<file path="src/rtl/rrs_pkg.sv">
`timescale 1ns / 1ps
// ----------------------------------------------------------------------------
// rrs_pkg
// Shared types and codes for the round-robin scheduler block.
// ----------------------------------------------------------------------------
package rrs_pkg;

   // command codes
   localparam logic [1:0] CMD_CLEAR = 2'd0;
   localparam logic [1:0] CMD_LOAD  = 2'd1;

   // status codes
   localparam logic [2:0] ST_CLEARED = 3'd0;
   localparam logic [2:0] ST_LOADED  = 3'd1;
   localparam logic [2:0] ST_FULL    = 3'd2;
   localparam logic [2:0] ST_SLICE   = 3'd3;
   localparam logic [2:0] ST_EMPTY   = 3'd4;

   // shared arithmetic unit operations
   typedef enum logic {
      ALU_ADD_SAT = 1'b0,
      ALU_SUB     = 1'b1
   } alu_op_type;

   typedef struct packed {
      logic [1:0]  command;
      logic [15:0] arrival_time;
      logic [15:0] burst_time;
   } req_type;

   typedef struct packed {
      logic [2:0]  status;
      logic [3:0]  process_index;
      logic [31:0] slice_end_time;
      logic        finished;
      logic [31:0] waiting_time;
      logic [31:0] turnaround_time;
   } rsp_type;

endpackage

</file>
<file path="src/rtl/rrs_alu.sv">
`timescale 1ns / 1ps
// ----------------------------------------------------------------------------
// rrs_alu
// Shared 32-bit adder: saturating add, or subtract with a greater-or-equal flag.
// ----------------------------------------------------------------------------
module rrs_alu (
   input  rrs_pkg::alu_op_type op,
   input  logic [31:0]         a,
   input  logic [31:0]         b,
   output logic [31:0]         result,
   output logic                ge
);
   logic [32:0] sum;

   // one carry chain for both operations
   always_comb begin
      if (op == rrs_pkg::ALU_ADD_SAT) begin
         sum = {1'b0, a} + {1'b0, b};
         result = sum[32] ? 32'hFFFF_FFFF : sum[31:0];
      end else begin
         sum = {1'b0, a} + {1'b0, ~b} + 33'd1;
         result = sum[31:0];
      end
      ge = sum[32];
   end

endmodule

</file>
<file path="src/rtl/round_robin_cpu_scheduler_top.sv">
`timescale 1ns / 1ps
// ----------------------------------------------------------------------------
// round_robin_cpu_scheduler_top
// Round-robin process scheduler with a time quantum and a sorted process table.
// ----------------------------------------------------------------------------
// A command is taken when start is high and busy is low; its one result shows
// on rsp_data for a single cycle with rsp_valid, and the receiver cannot stall
// it. A clear answers in the next cycle. A load walks the table one entry a
// cycle to insert in arrival order, then fixes the ready queue one entry a
// cycle; a load into a full table answers with ST_FULL. A slice walks to the
// first unfinished entry, rescans the table for arrivals when the queue is
// empty, runs the queue head, then rescans the whole table for arrivals, one
// entry a cycle through a single shared 32-bit adder.
// The quantum register may be written while busy is low.
// ----------------------------------------------------------------------------
module round_robin_cpu_scheduler_top #(
   parameter int MAX_PROCESSES = 16
) (
   input  logic             clock,
   input  logic             reset,
   input  logic             start,
   output logic             busy,
   input  rrs_pkg::req_type req_data,
   output logic             rsp_valid,
   output rrs_pkg::rsp_type rsp_data,
   input  logic             csr_valid,
   output logic             csr_ready,
   input  logic [15:0]      csr_data
);
   localparam int IW = $clog2(MAX_PROCESSES);
   localparam int CW = $clog2(MAX_PROCESSES + 1);
   localparam logic [CW-1:0] P_C = CW'(MAX_PROCESSES);

   typedef enum logic [3:0] {
      S_IDLE, S_LD_SHIFT, S_LD_FIX, S_FIND, S_SCAN, S_POP, S_EXEC, S_TURN, S_WAIT
   } state_type;

   typedef enum logic [1:0] {
      SCAN_PRE, SCAN_FIN, SCAN_PUSH
   } scan_type;

   state_type        state_ff;
   scan_type         scan_mode_ff;
   logic [15:0]      tq_ff;
   logic [15:0]      arrival_ff [MAX_PROCESSES];
   logic [15:0]      burst_ff [MAX_PROCESSES];
   logic [15:0]      remain_ff [MAX_PROCESSES];
   logic [IW-1:0]    lidx_ff [MAX_PROCESSES];
   logic [IW-1:0]    fifo_ff [MAX_PROCESSES];
   logic [MAX_PROCESSES-1:0] done_ff;
   logic [MAX_PROCESSES-1:0] queued_ff;
   logic [IW-1:0]    head_ff;
   logic [CW-1:0]    fcount_ff;
   logic [CW-1:0]    pcount_ff;
   logic [31:0]      time_ff;
   logic             started_ff;
   logic [CW-1:0]    k_ff;
   logic [CW-1:0]    pos_ff;
   logic [IW-1:0]    cur_ff;
   logic [15:0]      arr_in_ff;
   logic [15:0]      bur_in_ff;
   logic [31:0]      tt_ff;
   logic             rsp_valid_ff;
   rrs_pkg::rsp_type rsp_ff;

   logic [IW-1:0]    k_idx;
   logic [IW-1:0]    km1_idx;
   logic [CW:0]      fix_sum;
   logic [IW-1:0]    fix_slot;
   logic [CW:0]      push_sum;
   logic [IW-1:0]    push_slot;
   logic [15:0]      tq_eff;
   rrs_pkg::alu_op_type alu_op;
   logic [31:0]      alu_a;
   logic [31:0]      alu_b;
   logic [31:0]      alu_y;
   logic             alu_ge;

   assign k_idx   = k_ff[IW-1:0];
   assign km1_idx = IW'(k_ff - CW'(1));
   assign tq_eff  = (tq_ff == 16'd0) ? 16'd1 : tq_ff;

   // ring slot arithmetic for queue walk and push
   always_comb begin
      fix_sum  = {1'b0, CW'(head_ff)} + {1'b0, k_ff};
      push_sum = {1'b0, CW'(head_ff)} + {1'b0, fcount_ff};
      fix_slot  = (fix_sum >= (CW+1)'(MAX_PROCESSES)) ?
                  IW'(fix_sum - (CW+1)'(MAX_PROCESSES)) : IW'(fix_sum);
      push_slot = (push_sum >= (CW+1)'(MAX_PROCESSES)) ?
                  IW'(push_sum - (CW+1)'(MAX_PROCESSES)) : IW'(push_sum);
   end

   // operand select for the shared adder
   always_comb begin
      alu_op = rrs_pkg::ALU_SUB;
      alu_a  = time_ff;
      alu_b  = 32'd0;
      case (state_ff)
         S_LD_SHIFT: begin
            alu_a = {16'd0, arr_in_ff};
            alu_b = {16'd0, arrival_ff[km1_idx]};
         end
         S_FIND, S_SCAN: alu_b = {16'd0, arrival_ff[k_idx]};
         S_EXEC: begin
            alu_op = rrs_pkg::ALU_ADD_SAT;
            alu_b  = (remain_ff[cur_ff] <= tq_eff) ? {16'd0, remain_ff[cur_ff]}
                                                   : {16'd0, tq_eff};
         end
         S_TURN: alu_b = {16'd0, arrival_ff[cur_ff]};
         S_WAIT: begin
            alu_a = tt_ff;
            alu_b = {16'd0, burst_ff[cur_ff]};
         end
         default: alu_b = 32'd0;
      endcase
   end

   rrs_alu u_alu (
      .op     (alu_op),
      .a      (alu_a),
      .b      (alu_b),
      .result (alu_y),
      .ge     (alu_ge)
   );

   // sequencer, tables and result register
   always_ff @(posedge clock) begin
      rsp_valid_ff <= 1'b0;
      if (csr_valid) begin
         tq_ff <= csr_data;
      end
      case (state_ff)
         S_IDLE: begin
            if (start) begin
               arr_in_ff <= req_data.arrival_time;
               bur_in_ff <= req_data.burst_time;
               rsp_ff    <= '0;
               k_ff      <= '0;
               if (req_data.command == rrs_pkg::CMD_CLEAR) begin
                  done_ff      <= '0;
                  queued_ff    <= '0;
                  head_ff      <= '0;
                  fcount_ff    <= '0;
                  pcount_ff    <= '0;
                  time_ff      <= '0;
                  started_ff   <= 1'b0;
                  rsp_valid_ff <= 1'b1;
               end else if (req_data.command == rrs_pkg::CMD_LOAD) begin
                  if (pcount_ff >= P_C) begin
                     rsp_ff.status <= rrs_pkg::ST_FULL;
                     rsp_valid_ff  <= 1'b1;
                  end else begin
                     k_ff     <= pcount_ff;
                     state_ff <= S_LD_SHIFT;
                  end
               end else begin
                  state_ff <= S_FIND;
               end
            end
         end
         // insertion walk from the tail, one entry a beat
         S_LD_SHIFT: begin
            if (k_ff != '0 && !alu_ge) begin
               arrival_ff[k_idx] <= arrival_ff[km1_idx];
               burst_ff[k_idx]   <= burst_ff[km1_idx];
               remain_ff[k_idx]  <= remain_ff[km1_idx];
               lidx_ff[k_idx]    <= lidx_ff[km1_idx];
               done_ff[k_idx]    <= done_ff[km1_idx];
               queued_ff[k_idx]  <= queued_ff[km1_idx];
               k_ff <= k_ff - CW'(1);
            end else begin
               arrival_ff[k_idx] <= arr_in_ff;
               burst_ff[k_idx]   <= bur_in_ff;
               remain_ff[k_idx]  <= bur_in_ff;
               lidx_ff[k_idx]    <= IW'(pcount_ff);
               done_ff[k_idx]    <= 1'b0;
               queued_ff[k_idx]  <= 1'b0;
               pos_ff   <= k_ff;
               k_ff     <= '0;
               state_ff <= S_LD_FIX;
            end
         end
         // renumber queued entries behind the insertion point
         S_LD_FIX: begin
            if (k_ff == fcount_ff) begin
               rsp_ff.status        <= rrs_pkg::ST_LOADED;
               rsp_ff.process_index <= 4'(pcount_ff);
               rsp_valid_ff         <= 1'b1;
               pcount_ff            <= pcount_ff + CW'(1);
               state_ff             <= S_IDLE;
            end else begin
               if (CW'(fifo_ff[fix_slot]) >= pos_ff) begin
                  fifo_ff[fix_slot] <= fifo_ff[fix_slot] + IW'(1);
               end
               k_ff <= k_ff + CW'(1);
            end
         end
         // first unfinished entry, start time and idle jump
         S_FIND: begin
            if (k_ff == pcount_ff) begin
               rsp_ff.status         <= rrs_pkg::ST_EMPTY;
               rsp_ff.slice_end_time <= time_ff;
               rsp_valid_ff          <= 1'b1;
               state_ff              <= S_IDLE;
            end else if (!done_ff[k_idx]) begin
               if (!started_ff) begin
                  started_ff <= 1'b1;
                  time_ff    <= {16'd0, arrival_ff[k_idx]};
               end else if (fcount_ff == '0 && !alu_ge) begin
                  time_ff <= {16'd0, arrival_ff[k_idx]};
               end
               k_ff         <= '0;
               scan_mode_ff <= SCAN_PRE;
               state_ff     <= (fcount_ff == '0) ? S_SCAN : S_POP;
            end else begin
               k_ff <= k_ff + CW'(1);
            end
         end
         // arrival scan, one entry a beat
         S_SCAN: begin
            if (k_ff == pcount_ff) begin
               case (scan_mode_ff)
                  SCAN_PRE: state_ff <= S_POP;
                  SCAN_PUSH: begin
                     if (fcount_ff < P_C) begin
                        fifo_ff[push_slot] <= cur_ff;
                        fcount_ff          <= fcount_ff + CW'(1);
                        queued_ff[cur_ff]  <= 1'b1;
                     end
                     rsp_ff.slice_end_time <= time_ff;
                     rsp_valid_ff          <= 1'b1;
                     state_ff              <= S_IDLE;
                  end
                  default: begin
                     rsp_ff.slice_end_time <= time_ff;
                     rsp_valid_ff          <= 1'b1;
                     state_ff              <= S_IDLE;
                  end
               endcase
            end else begin
               if (!(scan_mode_ff == SCAN_PUSH && k_idx == cur_ff) &&
                   !done_ff[k_idx] && !queued_ff[k_idx] && alu_ge &&
                   fcount_ff < P_C) begin
                  fifo_ff[push_slot] <= k_idx;
                  fcount_ff          <= fcount_ff + CW'(1);
                  queued_ff[k_idx]   <= 1'b1;
               end
               k_ff <= k_ff + CW'(1);
            end
         end
         // take the queue head
         S_POP: begin
            if (fcount_ff == '0) begin
               rsp_ff.status         <= rrs_pkg::ST_EMPTY;
               rsp_ff.slice_end_time <= time_ff;
               rsp_valid_ff          <= 1'b1;
               state_ff              <= S_IDLE;
            end else begin
               cur_ff                     <= fifo_ff[head_ff];
               queued_ff[fifo_ff[head_ff]] <= 1'b0;
               head_ff   <= (head_ff == IW'(MAX_PROCESSES - 1)) ? '0 : head_ff + IW'(1);
               fcount_ff <= fcount_ff - CW'(1);
               rsp_ff.status        <= rrs_pkg::ST_SLICE;
               rsp_ff.process_index <= 4'(lidx_ff[fifo_ff[head_ff]]);
               state_ff  <= S_EXEC;
            end
         end
         // run for the remaining work or one quantum
         S_EXEC: begin
            time_ff <= alu_y;
            k_ff    <= '0;
            if (remain_ff[cur_ff] <= tq_eff) begin
               remain_ff[cur_ff] <= '0;
               done_ff[cur_ff]   <= 1'b1;
               rsp_ff.finished   <= 1'b1;
               state_ff          <= S_TURN;
            end else begin
               remain_ff[cur_ff] <= remain_ff[cur_ff] - tq_eff;
               scan_mode_ff      <= SCAN_PUSH;
               state_ff          <= S_SCAN;
            end
         end
         S_TURN: begin
            tt_ff                  <= alu_y;
            rsp_ff.turnaround_time <= alu_y;
            state_ff               <= S_WAIT;
         end
         S_WAIT: begin
            rsp_ff.waiting_time <= alu_ge ? alu_y : 32'd0;
            scan_mode_ff        <= SCAN_FIN;
            state_ff            <= S_SCAN;
         end
         default: state_ff <= S_IDLE;
      endcase
      if (reset) begin
         state_ff     <= S_IDLE;
         scan_mode_ff <= SCAN_PRE;
         tq_ff        <= 16'd4;
         done_ff      <= '0;
         queued_ff    <= '0;
         head_ff      <= '0;
         fcount_ff    <= '0;
         pcount_ff    <= '0;
         time_ff      <= '0;
         started_ff   <= 1'b0;
         rsp_valid_ff <= 1'b0;
      end
   end

   assign busy      = (state_ff != S_IDLE);
   assign csr_ready = 1'b1;
   assign rsp_valid = rsp_valid_ff;
   assign rsp_data  = rsp_ff;

`ifndef SYNTHESIS
   // queue never holds more than the table
   a_fifo_bound: assert property (@(posedge clock) disable iff (reset)
      fcount_ff <= pcount_ff)
      else $error("ready queue larger than table");

   // table never overflows
   a_table_bound: assert property (@(posedge clock) disable iff (reset)
      pcount_ff <= P_C)
      else $error("process count above capacity");

   // an accepted command either answers next cycle or keeps the block busy
   a_cmd_progress: assert property (@(posedge clock) disable iff (reset)
      (start && !busy) |=> (busy || rsp_valid))
      else $error("command dropped");
`endif

endmodule
</file>
<file path="config.mk">
export PLATFORM = sky130hd
export DESIGN_NAME = round_robin_cpu_scheduler_top
export DESIGN_NICKNAME = d
export VERILOG_FILES = /design/src/rtl/rrs_pkg.sv /design/src/rtl/rrs_alu.sv /design/src/rtl/round_robin_cpu_scheduler_top.sv
export SDC_FILE = /design/constraint.sdc
export NUM_CORES = 2
export LEC_CHECK = 0
export BUFFER_PORTS_ARGS = -buffer_cell sky130_fd_sc_hd__buf_2
export CAP_MARGIN = 20
export CORE_ASPECT_RATIO = 0.75
export CORE_MARGIN = 1.5
export CORE_UTILIZATION = 28
export DETAILED_ROUTE_END_ITERATION = 7
export GPL_ROUTABILITY_DRIVEN = 0
export HOLD_SLACK_MARGIN = 0.03
export PLACE_DENSITY = 0.46
export SYNTH_ARGS = -nofsm -noshare
export SYNTH_HDL_FRONTEND = slang
export SYNTH_SLANG_ARGS = --single-unit
</file>
<file path="constraint.sdc">
create_clock -name clock -period 13.4 [get_ports clock]
set_clock_uncertainty 0.1 [all_clocks]
set_input_delay 1.34 -clock clock [delete_from_list [all_inputs] [get_ports clock]]
set_output_delay 1.34 -clock clock [all_outputs]
set_load 0.01 [all_outputs]
</file>
== Word level (Yosys, flattened, before mapping) ==
Memory sizes are Yosys's and may differ from the RTL's. A register that Yosys moved wholly into a read port is not among the register bits.
Index checks and enable logic that the tools add are counted.

* Input bits: 54
* Memories: 5
* Register bits after elaboration: 284
* Logic and storage cells: 332
* RAM bits: 896
* Output and inout port bits: 107

* Reductions and logical operators: 58
* Add/subtract/negate cells: 15
* Multiplexer cells: 165
* Magnitude comparators: 13
* Equality and inequality tests: 36
* Bitwise gates (word level): 17

{| class="wikitable"
|+ Memories
! memory !! depth !! width !! rd ports !! clocked after Yosys merged registers in !! wr ports !! line !! text
|-
| arrival_ff || 16 || 16 || 3 || 2 || 1 || round_robin_cpu_scheduler_top.sv:45 || <nowiki>logic [15:0] arrival_ff [MAX_PROCESSES];</nowiki>
|-
| burst_ff || 16 || 16 || 2 || 1 || 1 || round_robin_cpu_scheduler_top.sv:46 || <nowiki>logic [15:0] burst_ff [MAX_PROCESSES];</nowiki>
|-
| remain_ff || 16 || 16 || 2 || 1 || 1 || round_robin_cpu_scheduler_top.sv:47 || <nowiki>logic [15:0] remain_ff [MAX_PROCESSES];</nowiki>
|-
| fifo_ff || 16 || 4 || 2 || 1 || 1 || round_robin_cpu_scheduler_top.sv:49 || <nowiki>logic [IW-1:0] fifo_ff [MAX_PROCESSES];</nowiki>
|-
| lidx_ff || 16 || 4 || 2 || 0 || 1 || round_robin_cpu_scheduler_top.sv:48 || <nowiki>logic [IW-1:0] lidx_ff [MAX_PROCESSES];</nowiki>
|}

{| class="wikitable"
|+ Operators by type and width
! cell !! count
|-
| two-way mux 32 bit || 13
|-
| two-way mux 16 bit || 17
|-
| one-hot mux 32 bit (2 select lines) || 3
|-
| one-hot mux 32 bit (4 select lines) || 1
|-
| two-way mux 4 bit || 27
|-
| two-way mux 104 bit || 1
|-
| one-hot mux 32 bit (3 select lines) || 1
|-
| two-way mux 5 bit || 17
|-
| one-hot mux 16 bit (5 select lines) || 1
|-
| one-hot mux 16 bit (4 select lines) || 1
|-
| two-way mux 1 bit || 49
|-
| bitwise AND 16 bit || 3
|-
| OR 16 bit || 3
|-
| one-hot mux 16 bit (3 select lines) || 1
|-
| one-hot mux 4 bit (9 select lines) || 1
|-
| adder 32 x 16 -> 33 bit || 1
|-
| adder 32 x 32 -> 33 bit || 1
|-
| adder 33 x 1 -> 33 bit, second input constant || 1
|-
| two-way mux 33 bit || 1
|-
| bitwise mux 16 bit || 2
|-
| inequality test 2 bit, second input constant || 16
|-
| inverter 16 bit || 2
|-
| inverter 16 -> 32 bit || 1
|-
| one-hot mux 5 bit (6 select lines) || 1
|-
| other kinds (57) || 139
|}

== Logic depth before layout (Yosys ltp) ==
* Word-level depth: 18
* Gate-level depth with buffers: 32
* Depth with buffers taken out: 25

== Hierarchy ==
Synthesis repeated with hierarchy kept, for this count alone.

* Cell total of the unflattened synthesis: 4093
* Area, all modules: 62337.3 um2

{| class="wikitable"
|+ By module, submodules not included
! module !! times used !! cells each !! area an instance (um2) !! sequential area each (um2)
|-
| round_robin_cpu_scheduler_top || 1 || 3529 || 58551.2 || 34653.2
|-
| rrs_alu || 1 || 564 || 3786.1 || 0.0
|}

== Worst setup path before layout ==
OpenSTA, ideal clock, no wires.

* Path type: reg2reg
* From: register (tool-made name)
* To: memory arrival_ff[0][0] (data pin)
* Library setup time: 330 ps
* Slack: 5231 ps
* Buffers on the path: 7
* Period minus slack after synthesis: 8169 ps
* Stages on the path, launching flop included: 31
* Required time: 12970 ps
* Data arrival time: 7739 ps
* Cells stage by stage: dfxtp_1 clkbuf_1 clkbuf_1 buf_1 clkbuf_1 mux4_2 mux2i_1 nand2_1 o21ai_0 ha_1 fa_1 nor2b_1 o21ai_0 a21oi_1 o311ai_0 a21oi_1 clkbuf_1 nand3_1 a21oi_1 or4_1 ha_1 clkbuf_1 nor4_1 o21ai_0 nand3_1 nor4_1 nand4_1 o21ai_2 inv_2 clkbuf_1 o21ai_0

{| class="wikitable"
|+ RTL lines
! item !! line
|-
| end: declaration || round_robin_cpu_scheduler_top.sv:45
|}

==> summary.md <==
| Metric | Value |
|---|---|
| Status | `complete, no violations` |
| Max cap viols | `0` |
| Clk root buf | `sky130_fd_sc_hd__clkbuf_16` |
| Maximum number of pins on one net before global-route repair | `94` |
| Category of the worst setup path launch point | `register` |
| Unrepaired setup endpoints after global routing | `false` |
| Number of standard cells in the layout, taps in and fillers out | `7412` |
| Count of filler cells inserted in the layout | `21681` |
| Number of failing setup endpoints in the final timing report | `0` |
| Global-route wire length before repair | `315 mm` |
| Number of hold-repair buffers added at the cts stage | `0` |
| Peak ir drop on the vdd network | `0.000250 V` |
| Critical path required time | `13.71 ns` |
| Post-synthesis async set-or-reset flop share | `0%` |
| PD cells | `274 nW/um^2` |
| Later-pin clock latency in the skew report | `0.79 ns` |
| Post-CTS resize count | `0` |
| Path class of the lowest-slack min-delay path | `register to register` |
| Worst Max-Slew Pin Slew | `1.17 ns` |
| Total nets after synthesis | `4337` |
| Number of sinks on the clock net | `1192` |
| I/O Pins | `161` |
| Number of search-and-repair iterations in the first detailed-routing pass | `8` |
| Most frequent cells in the layout | `sky130_fd_sc_hd__edfxtp_1 (1078), sky130_fd_sc_hd__mux4_2 (596), sky130_fd_sc_hd__nand2_1 (337), sky130_fd_sc_hd__nor2_1 (186), sky130_fd_sc_hd__a21oi_1 (168)` |
| Clock buffer count from CTS | `134` |
| Footprint of the multi-input gates | `26600 sq um` |
| Number of port buffers | `159` |
| Sequential-to-total area share from yosys stat | `55.4%` |
| Synth Warn # | `0` |
| Routed wire length | `222 mm` |
| TritonCTS clock tree | `built` |
| Number of core rows | `150` |
| Seq. cell area | `34700 sq um` |
| Starting DRT DRC Count | `5270` |
| Final critical delay including setup and external delays | `10.09 ns` |
| Commonest register cell after synthesis | `sky130_fd_sc_hd__edfxtp_1` |
| Vias | `41937` |
| Total congestion overflow after global routing | `0` |
| Pleak | `0.0235 uW` |
| Fraction of layout instances using a drive strength above 1 | `28.2%` |
| Share of the clock period used by the worst path | `75.3%` |
| Final std cell area, no fill | `71800 sq um` |
| Setup_tns | `0 ns` |
| WP data arrival | `10.40 ns` |
| Routed via count divided by cell count | `5.66` |
| Residual DRC | `0` |
| Horiz. Die Dim | `549 microns` |
| Dpl hpwl | `146 mm` |
| Worst setup EP type | `register` |
| Via count of the first global-routing pass | `40209` |
| Register clock-pin slew on the reported worst setup and hold paths | `0.06 ns` |
| EDFF count, synth | `1078` |
| Avg Synthesized Cell Area | `14.9 sq um` |
| Final-report max-slew violation count | `0` |
| Number of synthesized register bits | `1192` |
| Number of nets in the layout | `4468` |
| Relative slew slack | `21.4%` |
| Initial Utilization | `28.1%` |
| Combined global-route utilization of all metal layers | `19.4%` |
| Most common cell after layout, fill and taps aside | `sky130_fd_sc_hd__edfxtp_1` |
| Routed len/inst | `30.0 microns` |
| Post-CTS setup repair buffer count | `0` |
| Count of unique library cells instantiated by Yosys | `90` |
| Initial antenna violation count | `7` |
| Number of placed cells counting well taps | `7150` |
| Height of the die | `412 microns` |
| Area of the mapped netlist | `62600 sq um` |
| Count of mapped cells out of synthesis | `4207` |
| Area overhead of the layout relative to synthesis | `14.7%` |
| Core Area | `222000 sq um` |
| Number of endpoints with negative hold slack in the final report | `0` |
| Final antenna-violating net count | `0` |
| Critical path fanouts, max | `93` |
| Fmax | `99.1 MHz` |
| Area enclosed by the die boundary | `226000 sq um` |
| Dpl cell area | `67200 sq um` |
| Maximum number of buffers from clock root to sink | `3` |
| Maximum level of the CTS H-tree | `4` |
| Setup CP Type | `register to register` |
-- final cells by class --
class,instances,area share (%)
Sequential cell,1192,48.3
Multi-Input combinational cell,2608,37.0
Tap cell,2964,5.17
Clock buffer,161,5.00
Timing Repair Buffer,311,2.81
Clock inverter,84,1.25
Inverter,91,0.476
Antenna cell,1,0.00349
-- logic make-up (layout without fill, tap and decap cells) --
| logic type | after synthesis | after routing | share of synthesized area [%] |
|---|---|---|---|
| other | 1 | 2 | 0.00599 |
| AO/OA/AOI/OAI | 695 | 695 | 7.39 |
| flip-flops | 1192 | 1192 | 55.4 |
| buffers and inverters | 407 | 647 | 2.61 |
| XOR/XNOR | 73 | 73 | 1.02 |
| multiplexers | 757 | 757 | 24.1 |
| adder cells (fa/ha/maj) | 76 | 76 | 1.59 |
| AND/OR/NAND/NOR | 1006 | 1006 | 7.85 |
-- final timing paths --
| path | start | to | slack [ns] | cells after the start |
|---|---|---|---|---|
| setup reg to reg | register | remain_ff[8][8]$_DFFE_PP_ | 3.31 | 24 |
| hold reg to reg | time_ff[29]$_SDFFE_PP0P_ | time_ff[29]$_SDFFE_PP0P_ | 0.41 | 2 |
| hold / removal | time_ff[29]$_SDFFE_PP0P_ | time_ff[29]$_SDFFE_PP0P_ | 0.41 | 2 |
| setup / recovery | register | remain_ff[8][8]$_DFFE_PP_ | 3.31 | 24 |
-- cells in the mapped netlist (26+ instances only) --
library cell / n / share of area (%)
sky130_fd_sc_hd__and2_1: 35 / 0.35
sky130_fd_sc_hd__a22oi_1: 45 / 0.54
sky130_fd_sc_hd__ha_1: 70 / 1.4
sky130_fd_sc_hd__nor2b_1: 98 / 0.98
sky130_fd_sc_hd__nor2_1: 218 / 1.3
sky130_fd_sc_hd__buf_1: 70 / 0.42
sky130_fd_sc_hd__o211ai_1: 26 / 0.31
sky130_fd_sc_hd__nand2_1: 339 / 2.0
sky130_fd_sc_hd__o21ai_0: 166 / 1.3
sky130_fd_sc_hd__dfxtp_1: 114 / 3.6
sky130_fd_sc_hd__a21oi_1: 169 / 1.4
sky130_fd_sc_hd__mux2_2: 56 / 1.0
sky130_fd_sc_hd__mux2i_1: 104 / 1.7
sky130_fd_sc_hd__nand3_1: 62 / 0.50
sky130_fd_sc_hd__nor4_1: 32 / 0.32
sky130_fd_sc_hd__nor3_1: 75 / 0.60
sky130_fd_sc_hd__edfxtp_1: 1078 / 52
sky130_fd_sc_hd__xor2_1: 27 / 0.38
sky130_fd_sc_hd__inv_1: 86 / 0.52
sky130_fd_sc_hd__mux4_2: 596 / 21
sky130_fd_sc_hd__clkbuf_1: 216 / 1.3
sky130_fd_sc_hd__xnor2_1: 46 / 0.64
-- sequential cells by signal, summed over array words and instances, names as in the netlist, 16 cells and up, named ones only --
signal and flops:
arrival_ff 256, lidx_ff 64, arr_in_ff 16, tq_ff 16, rsp_data 104, queued_ff 16, time_ff 32, bur_in_ff 16
tt_ff 32, fifo_ff 64, remain_ff 256, burst_ff 256, done_ff 16
-- power by group --
group / total, uW / internal (uW) / switching, uW / leakage, uW
Clock: 3810 / 2180 / 1630 / 0.00218
Combinational: 9240 / 3090 / 6160 / 0.0106
Sequential: 6610 / 6360 / 247 / 0.0108
-- critical path, cell delays in order (launching register included) --
cell and delay [ns]:
sky130_fd_sc_hd__dfxtp_4 1.10, sky130_fd_sc_hd__buf_12 0.58, sky130_fd_sc_hd__mux4_2 0.40, sky130_fd_sc_hd__mux4_2 0.56
sky130_fd_sc_hd__ha_1 0.36, sky130_fd_sc_hd__nor2b_1 0.15, sky130_fd_sc_hd__o21ai_0 0.21, sky130_fd_sc_hd__a21oi_1 0.19
sky130_fd_sc_hd__o311ai_0 0.67, sky130_fd_sc_hd__a21o_1 0.52, sky130_fd_sc_hd__nor2_1 0.16, sky130_fd_sc_hd__a21o_1 0.25
sky130_fd_sc_hd__a211o_1 0.33, sky130_fd_sc_hd__ha_1 0.23, sky130_fd_sc_hd__fa_1 0.47, sky130_fd_sc_hd__nor3_1 0.26
sky130_fd_sc_hd__o31ai_1 0.18, sky130_fd_sc_hd__nand3_1 0.28, sky130_fd_sc_hd__nand3_1 0.27, sky130_fd_sc_hd__nand4_1 0.36
sky130_fd_sc_hd__o21ai_4 0.09, sky130_fd_sc_hd__inv_2 0.52, sky130_fd_sc_hd__buf_4 0.59, sky130_fd_sc_hd__nand2_1 0.27
sky130_fd_sc_hd__o221ai_1 0.44
-- per-stage QoR --
step	hold slack (ns)	power (uW)	worst slack (ns)	util [%]
floorplan	0.324	12300	5.23	-
finish	0.414	19700	3.31	32.3
global route	0.431	20600	2.85	32.3
global placement	0.393	15800	3.57	30.2
CTS	0.412	19600	3.30	32.2
detailed placement	0.405	15800	3.32	30.2
-- per-layer routing --
metal	global-route usage, %	vias to the layer above	routed length [microns]
met5	0	-	46
met4	4.65	6	5140
met3	3.68	305	17900
met2	29.1	2104	99000
met1	28.6	22174	100000
li1	-	17348	-
(Power assumes the default switching activity.)
